`config.mk`:
```
export PLATFORM = sky130hd
export DESIGN_NAME = fmtq_front
export DESIGN_NICKNAME = d
export VERILOG_FILES = /design/src/hdl/fmtq_pkg.sv /design/src/hdl/fmtq_front.sv
export SDC_FILE = /design/constraint.sdc
export NUM_CORES = 1
export LEC_CHECK = 0
export ABC_CLOCK_PERIOD_IN_PS = 8700
export BUFFER_PORTS_ARGS = -buffer_cell sky130_fd_sc_hd__buf_4
export CAP_MARGIN = 20
export CORE_UTILIZATION = 56
export CTS_CLUSTER_DIAMETER = 120
export DETAILED_ROUTE_END_ITERATION = 8
export MAX_ROUTING_LAYER = met4
export PLACE_DENSITY = 0.84
export SYNTH_ARGS = -nofsm -noshare
export SYNTH_HDL_FRONTEND = slang
export SYNTH_SLANG_ARGS = --single-unit
export TNS_END_PERCENT = 20
```
`constraint.sdc`:
```
create_clock -name clk -period 8.7 [get_ports clk]
set_clock_uncertainty 0.05 [all_clocks]
set_input_delay 1.74 -clock clk [delete_from_list [all_inputs] [get_ports clk]]
set_output_delay 1.74 -clock clk [all_outputs]
set_load 0.05 [all_outputs]
```
`src/hdl/fmtq_pkg.sv`:
```
// ----------------------------------------------------------------------------
// fmtq_pkg
// Types and constants shared by the framed message transmit queue modules.
// ----------------------------------------------------------------------------
package fmtq_pkg;

  localparam int QUEUE_BYTES = 8192;
  localparam int ADDR_W      = $clog2(QUEUE_BYTES);
  localparam int CNT_W       = ADDR_W + 1;
  localparam int SLOTS       = 4;
  localparam int SLOT_W      = (SLOTS > 1) ? $clog2(SLOTS) : 1;
  localparam int HDR_BYTES   = 4;
  localparam int LEN_W       = 16;
  localparam int TOT_W       = LEN_W + 1;
  localparam int NEED_W      = CNT_W + 2;

  localparam logic [7:0]       DATA_TYPE_RESET = 8'h91;
  localparam logic [CNT_W-1:0] RESERVE_RESET   = CNT_W'(256);

  localparam logic [2:0] REQ_BEGIN   = 3'd0;
  localparam logic [2:0] REQ_PAYLOAD = 3'd1;
  localparam logic [2:0] REQ_PULL    = 3'd2;
  localparam logic [2:0] REQ_CREDIT  = 3'd3;
  localparam logic [2:0] REQ_QUERY   = 3'd4;
  localparam logic [2:0] REQ_SESSION = 3'd5;

  localparam logic [1:0] STAT_DONE    = 2'd0;
  localparam logic [1:0] STAT_ROOM    = 2'd1;
  localparam logic [1:0] STAT_NO_PEER = 2'd2;
  localparam logic [1:0] STAT_NOTHING = 2'd3;

  localparam logic CFG_DATA_TYPE = 1'b0;
  localparam logic CFG_RESERVE   = 1'b1;

  typedef struct packed {
    logic [7:0]       data_type;
    logic [CNT_W-1:0] reserve;
  } cfg_t;

  typedef struct packed {
    logic [2:0]       req;
    logic [7:0]       msg_type;
    logic [7:0]       slot;
    logic             slot_ok;
    logic [LEN_W-1:0] length;
    logic [7:0]       payload_byte;
    logic [31:0]      credit;
    logic             peer;
  } cmd_t;

endpackage

```
`src/hdl/fmtq_front.sv`:
```
// ----------------------------------------------------------------------------
// fmtq_front
// Accepts request beats, classifies them and holds them in a two-entry queue.
// ----------------------------------------------------------------------------
module fmtq_front (
  input  logic                  clk,
  input  logic                  rst_n,
  input  logic                  in_valid,
  output logic                  in_stall,
  input  logic [2:0]            in_req_type,
  input  logic [7:0]            in_msg_type,
  input  logic [7:0]            in_slot,
  input  logic [15:0]           in_length,
  input  logic [7:0]            in_payload_byte,
  input  logic [31:0]           in_credit_bytes,
  input  logic                  in_peer_present,
  output logic                  cmd_valid,
  output fmtq_pkg::cmd_t        cmd,
  input  logic                  cmd_pop
);

  fmtq_pkg::cmd_t fifo_r [2];
  logic           wr_ptr_r, wr_ptr_nxt;
  logic           rd_ptr_r, rd_ptr_nxt;
  logic [1:0]     count_r, count_nxt;
  logic           push;
  fmtq_pkg::cmd_t cls;

  always_comb begin
    cls.req          = in_req_type;
    cls.msg_type     = in_msg_type;
    cls.slot         = in_slot;
    cls.slot_ok      = (32'(in_slot) < 32'(fmtq_pkg::SLOTS));
    cls.length       = in_length;
    cls.payload_byte = in_payload_byte;
    cls.credit       = in_credit_bytes;
    cls.peer         = in_peer_present;
  end

  assign in_stall  = (count_r == 2'd2);
  assign push      = in_valid && !in_stall;
  assign cmd_valid = (count_r != 2'd0);
  assign cmd       = fifo_r[rd_ptr_r];

  always_comb begin
    wr_ptr_nxt = push ? ~wr_ptr_r : wr_ptr_r;
    rd_ptr_nxt = cmd_pop ? ~rd_ptr_r : rd_ptr_r;
    count_nxt  = count_r + {1'b0, push} - {1'b0, cmd_pop};
  end

  always_ff @(posedge clk) begin
    if (!rst_n) begin
      wr_ptr_r <= 1'b0;
      rd_ptr_r <= 1'b0;
      count_r  <= 2'd0;
    end else begin
      wr_ptr_r <= wr_ptr_nxt;
      rd_ptr_r <= rd_ptr_nxt;
      count_r  <= count_nxt;
    end
  end

  always_ff @(posedge clk) begin
    if (push) begin
      fifo_r[wr_ptr_r] <= cls;
    end
  end

endmodule

```
# Word-level counts from Yosys, hierarchy flattened
# Memory sizes are Yosys's and may differ from the RTL's. A register that Yosys moved wholly into a read port is not among the register bits.
# Index checks and enable logic that the tools add are counted.
# word_totals
register_bits	4
latch_bits	0
ram_bits	154
romBits	0
output_inout_bits	79
word_cells	17
n_memories	1
# classes
addsub	2
mul	0
div	0
magnitude_cmp	1
eq_ne	1
n_shift	0
muxes	4
bitwise	2
reduce_logical	3
# mem_list
name	depth	word_bits	read_ports	rd_ports_with_merged_regs	wr	line_no	rtl
fifo_r	2	77	1	1	1	fmtq_front.sv:22	fmtq_pkg::cmd_t fifo_r [2];
# op_table
op	n
8-bit by 3-bit < comparator with 1-bit output, second input constant	1
1-bit 2-to-1 mux	4
2-bit by 1-bit adder with 2-bit output	1
2-bit equality test, second input constant	1
1-bit NOT	2
2-bit nonzero test	1
2-bit by 1-bit subtractor with 2-bit output	1
1-bit logical AND	1
1-bit zero test	1

# Logic depth before layout (Yosys ltp)
# Gate-level depths: netlist of the first run.
# depth
word_depth	5
mapped_depth	8
ltp_nobuf	8

# Least setup slack after synthesis of the first run
# Ideal clock, no wire load.
# synth_timing
path_kind	input port to flip-flop
start	input port in_valid
end	memory fifo_r[0][0] (netlist name) (enable)
setup_ns	0.513
arrival_ns	5.046
required_ns	8.137
setup_slack_ns	3.091
path_stages	2
path_buffers	0
cell_sequence	nand2_1 nor2_1
# synth_via
elab_chain_cells	3
# synth_rtl
element	line_no	rtl
from (decl)	fmtq_front.sv:8	input logic in_valid,
1-bit logical AND	fmtq_front.sv:41	assign push = in_valid && !in_stall;
1-bit 2-to-1 mux	fmtq_front.sv:64	if (push) begin
1-bit 2-to-1 mux (not written as such)	fmtq_front.sv:65	fifo_r[wr_ptr_r] <= cls;
to (decl)	fmtq_front.sv:22	
# Every way passes these cells.

==> results.md, run 1 <==
- Hold Path Class: reg -> reg
- PD cells: 298 nW/µm²
- Final WL: 10200 µm
- Setup TNS: 0 ps
- Crit path launch type: flip-flop
- Slew Limit Fails: 0
- WP data required: 6910 ps
- # fillers: 596
- Rel. slew slack: 29.0%
- DP Cell Count: 554
- # setup viols final: 0
- Final RePlAce weighted congestion: 0.693
- Reg2reg path depth: 4
- Antenna violations before repair: 0
- Clock-pin transition on the worst setup and hold timing paths: 60 ps
- Non-Filler Instances: 586
- GRT Resource Usage Total: 20.0%
- Antenna cells: 0
- Die Width: 105 µm
- Die area: 11000 µm²
- Insertion delay to the later sink of the worst-skew pair: 520 ps
- Largest net degree at the start of global routing: 78
- Synth Instances: 267
- Min-Delay Endpoint: wr_ptr_r$_SDFFE_PN0P_
- Setup CP Type: reg -> out
- Post-synthesis sequential area ratio: 79.7%
- Wire per inst: 17.4 µm
- Mapped cell area: 5930 µm²
- P_leak: 3.01 nW
- Vias in the first global route: 3110
- Period Utilization, post-route: 49.0%
- #FFs+latches synth: 159
- Most frequent cells in the layout: buf_4 (160), edfxtp_1 (154), mux2_2 (47)
- Layout Nets: 519
- CTS sink count: 159
- Slew @ Worst Pin: 1070 ps
- H-tree depth: 4
- CTS Buf Count: 17
- Drt via density: 5.08
- Outcome: finished, final reports clean
- CP Capture Type: primary output
- Initial Utilization: 57.7%
- Max Cap Viol: 0
- Hold Startpoint: wr_ptr_r$_SDFFE_PN0P_
- Crit Reg-Reg Startpoint: count_r[0]$_SDFF_PN0_
- Fmax: 0.234 GHz
- Port bufs: 158
- Root Driver: clkbuf_8
- Grt ovf: 0
- Std-Cell Core Area: 10300 µm²
- Top-level I/O count: 159
- Pre-Repair DR Iteration Count: 4
- Share of cells above drive strength 1: 59.3%
- Area Growth Syn to Fin: 31.7%
- Register area: 4730 µm²
- Commonest non-fill, non-tap cell in the layout: buf_4
- Post-CTS Setup Bufs: 0
- Hold Fails Final Rpt: 0
- Hold path depth: 2
- Register-to-register setup slack: 6420 ps
- Crit path time final: 4260 ps
- Avg Inst Size Synth: 22.2 µm²
- Multi-input gate area: 1120 µm²
- Syn Nets: 349
- Detailed placement HPWL: 6120 µm
- Synth cell types: 20
- Reg-to-Reg End: fifo_r[0][19]$_DFFE_PP_
- Hold_buf cts: 0
- Clk buf depth: 2
- Yosys warnings: 0
- Vias: 2978
- First-pass GRT wire length: 15500 µm
- Post-cts resize count: 0
- Post-route ant nets: 0
- # DRC: 0
- CP max FO: 58
- CTS tree: built
- Max IR drop VDD: 176 µV
- Die height: 105 µm
- Row count: 37
- Arrival time worst endpoint: 2470 ps
- First-iteration detailed-routing DRC count: 173
- RSZ-0062 raised after global routing: false
-- sequential cells by signal (all words and copies together), names as in the netlist, named ones only --
name      cells
rd_ptr_r      1
fifo_r      154
wr_ptr_r      1
count_r       2
-- area by class of cell --
type | instances | share of cell area (%)
well taps | 136 | 2.18
repair buffers | 160 | 15.4
clock inverters | 7 | 1.47
inverters | 3 | 0.144
multi-input cells | 96 | 14.3
clock buffers | 25 | 5.94
flip-flops and latches | 159 | 60.5
-- cells in the mapped netlist --
library cell,instances,area (µm²)
nand2b_1,2,12.5
or2_2,1,6.26
buf_6,2,22.5
xor2_1,1,8.76
buf_2,4,20.0
ha_1,2,25.0
nor2_1,4,15.0
buf_8,3,45.0
nor3_1,1,5.00
or4_1,1,7.51
mux2_2,47,529
and3_1,1,6.26
and2_1,1,6.26
mux2_4,30,450
xnor2_1,2,17.5
mux2i_1,1,10.0
inv_1,3,11.3
edfxtp_1,154,4620
nand2_1,2,7.51
dfxtp_1,5,100
-- cell families after synthesis --
| family | count (synthesis) | synth area share (%) |
|---|---|---|
| and+or+nand+nor | 13 | 1.12 |
| DFF | 159 | 79.7 |
| xor gates and xnor gates | 3 | 0.443 |
| buffers and inverters | 12 | 1.67 |
| muxes | 78 | 16.7 |
| adders and majority gates | 2 | 0.422 |
-- report_power, final --
group          switching (mW)  leakage (nW)  internal (mW)
logic                   0.400          1.25          0.201
registers              0.0307          1.48          0.973
clock network           0.274         0.276          0.452
-- worst max path at each step --
stage	endpoint	cells after the start
2_1_floorplan	fifo_r[0][0]$_DFFE_PP_	2
3_3_place_gp	cmd[2]	3
3_5_place_dp	cmd[4]	3
4_1_cts	cmd[4]	3
5_1_grt	cmd[4]	3
6_report	cmd[4]	3
-- metal layers --
metal	GRT usage [%]	routed length, µm	part of all wire [%]
met4	7.85	136	1.3
met2	32.5	5250	51
met5	-	0	0
met1	22.9	4120	40
met3	6.86	694	6.8
-- critical path, cell delays in order (launching register included) --
cell	delay, ps
dfxtp_4	530
buf_4	730
mux2_2	440
buf_4	190
-- metrics by stage --
| stage | power [mW] | worst slack [ps] | hold slack (ps) | util [%] | instance area [µm²] |
|---|---|---|---|---|---|
| finish | 2.33 | 4440 | 472 | 76.0 | 7810 |
| global route | 2.40 | 4310 | 522 | 76.0 | 7810 |
| CTS | 2.35 | 4400 | 475 | 76.0 | 7810 |
| detailed placement | 1.62 | 4960 | 461 | 70.4 | 7230 |
| global placement | 1.61 | 4950 | 446 | 70.4 | 7230 |
| floorplan | 1.45 | 3090 | 405 | - | 5930 |
(Power assumes the default switching activity.)
==> run 2: changes to the inputs <==
Settings changed: ABC_CLOCK_PERIOD_IN_PS 8700 to 4400, CORE_UTILIZATION 56 to 52, PLACE_DENSITY 0.84 to 0.79.
Clock period 8.7 ns to 4.4 ns, I/O delays scaled along.
==> run 2 against run 1 <==
Worst setup slack lost 3100 ps. Routed wire length down 5.3%. Sequential share of layout area shrank 0.68 points. Register-to-register slack got worse by 4100 ps. Final area is 1.1% higher. Die area grew 7.5%. Critical path depth did not move. Worst hold slack improved by 13 ps. Clock power grew 110%. Cell count grew 0.85%. Highest routed layer unchanged.
==> results.md, run 2 (synthesis gave the netlist of run 1 again) <==
- Most frequent cells in the layout: buf_4 (159), edfxtp_1 (154), mux2_2 (47)
- H-tree depth: 4
- Detailed placement HPWL: 6360 µm
- Top-level I/O count: 159
- Drt via density: 4.98
- Rel. slew slack: 30.5%
- # setup viols final: 0
- Biggest regs: fifo_r (154), count_r (2)
- First-iteration detailed-routing DRC count: 151
- CP Capture Type: primary output
- Hold slack: 486 ps
- Std-Cell Core Area: 11000 µm²
- Die height: 109 µm
- Initial Utilization: 54.0%
- Hold Fails Final Rpt: 0
- Clock-pin transition on the worst setup and hold timing paths: 60 ps
- Insertion delay to the later sink of the worst-skew pair: 400 ps
- Antenna cells: 0
- Wire per inst: 16.3 µm
- Pre-Repair DR Iteration Count: 4
- First-pass GRT wire length: 14400 µm
- Share of cells above drive strength 1: 60.3%
- Slew Limit Fails: 0
- Slew @ Worst Pin: 1040 ps
- Die area: 11800 µm²
- Worst path slowest cell: dfxtp_4
- Hold Path Class: reg -> reg
- GRT Resource Usage Total: 17.4%
- Setup TNS: 0 ps
- Vias in the first global route: 2998
- Final WL: 9650 µm
- Layout Utilization: 71.9%
- Total power: 4.70 mW
- Outcome: finished, final reports clean
- Max IR drop VDD: 508 µV
- Setup ws final: 1380 ps
- Area Growth Syn to Fin: 33.2%
- Crit path launch type: flip-flop
- Port bufs: 158
- CP max FO: 41
- Grt ovf: 0
- Row count: 38
- Final RePlAce weighted congestion: 0.721
- Final instance area: 7900 µm²
- CTS Buf Count: 17
- RSZ-0062 raised after global routing: false
- PD cells: 594 nW/µm²
- Number of flip-flops in the largest register: 154
- Die Width: 109 µm
- Reg2reg path depth: 4
- Post-route ant nets: 0
- Crit path time final: 3020 ps
- Non-Filler Instances: 591
- CP Cell Sequence: buf_12 -> mux2_2 -> buf_4
- Commonest non-fill, non-tap cell in the layout: buf_4
- CTS sink count: 159
- Clk buf depth: 2
- CP peak stage delay: 740 ps
- Dpl ws: 1780 ps
- Antenna violations before repair: 0
- CTS tree: built
- Largest Register: fifo_r
- Layout Nets: 520
- Placed Area: 7270 µm²
- Fmax: 0.331 GHz
- P_leak: 3.05 nW
- Hold path depth: 2
- Setup CP Type: reg -> out
- Root Driver: clkbuf_16
- WP data required: 3470 ps
- Arrival time worst endpoint: 2090 ps
- Largest net degree at the start of global routing: 78
- DP Cell Count: 559
- Vias: 2943
- Max Cap Viol: 0
- # DRC: 0
- Hold_buf cts: 0
- Post-CTS Setup Bufs: 0
- Post-cts resize count: 0
- Period Utilization, post-route: 68.6%
[run 2: worst paths after layout]
kind / from / to / slack [ps]
setup / recovery: flip-flop / cmd[34] / 1380
setup reg to reg: count_r[0]$_SDFF_PN0_ / fifo_r[0][7]$_DFFE_PP_ / 2300
hold / removal: rd_ptr_r$_SDFFE_PN0P_ / flip-flop / 490
hold reg to reg: rd_ptr_r$_SDFFE_PN0P_ / flip-flop / 490
[run 2: layout make-up]
| cell class | count | area, µm² |
|---|---|---|
| clock buffers | 20 | 447 |
| fillers | 703 | 3080 |
| clock inverters | 12 | 184 |
| flip-flops and latches | 159 | 4730 |
| repair buffers | 161 | 1230 |
| inverters | 3 | 11.3 |
| well taps | 140 | 175 |
| multi-input cells | 96 | 1120 |
[run 2: power by group]
group / switching [mW] / internal (mW) / leakage (nW)
combinational: 0.777 / 0.409 / 1.27
sequential: 0.0680 / 1.92 / 1.48
clock: 0.550 / 0.970 / 0.301
total: 1.40 / 3.30 / 3.05
[run 2: worst max-delay path, delay by kind of cell (launching register included)]
family   cells  cell delay [ps]
buf+inv      2              520
flops        1              740
mux          1              380
[run 2: metal layers]
metal  up-vias  wire length (µm)  global-route usage [%]
met4         0               167                    7.24
met1      1423              3830                    19.6
li1       1392                 -                       -
met3        15               695                    6.63
met5         -                 0                       -
met2       113              4970                    27.9
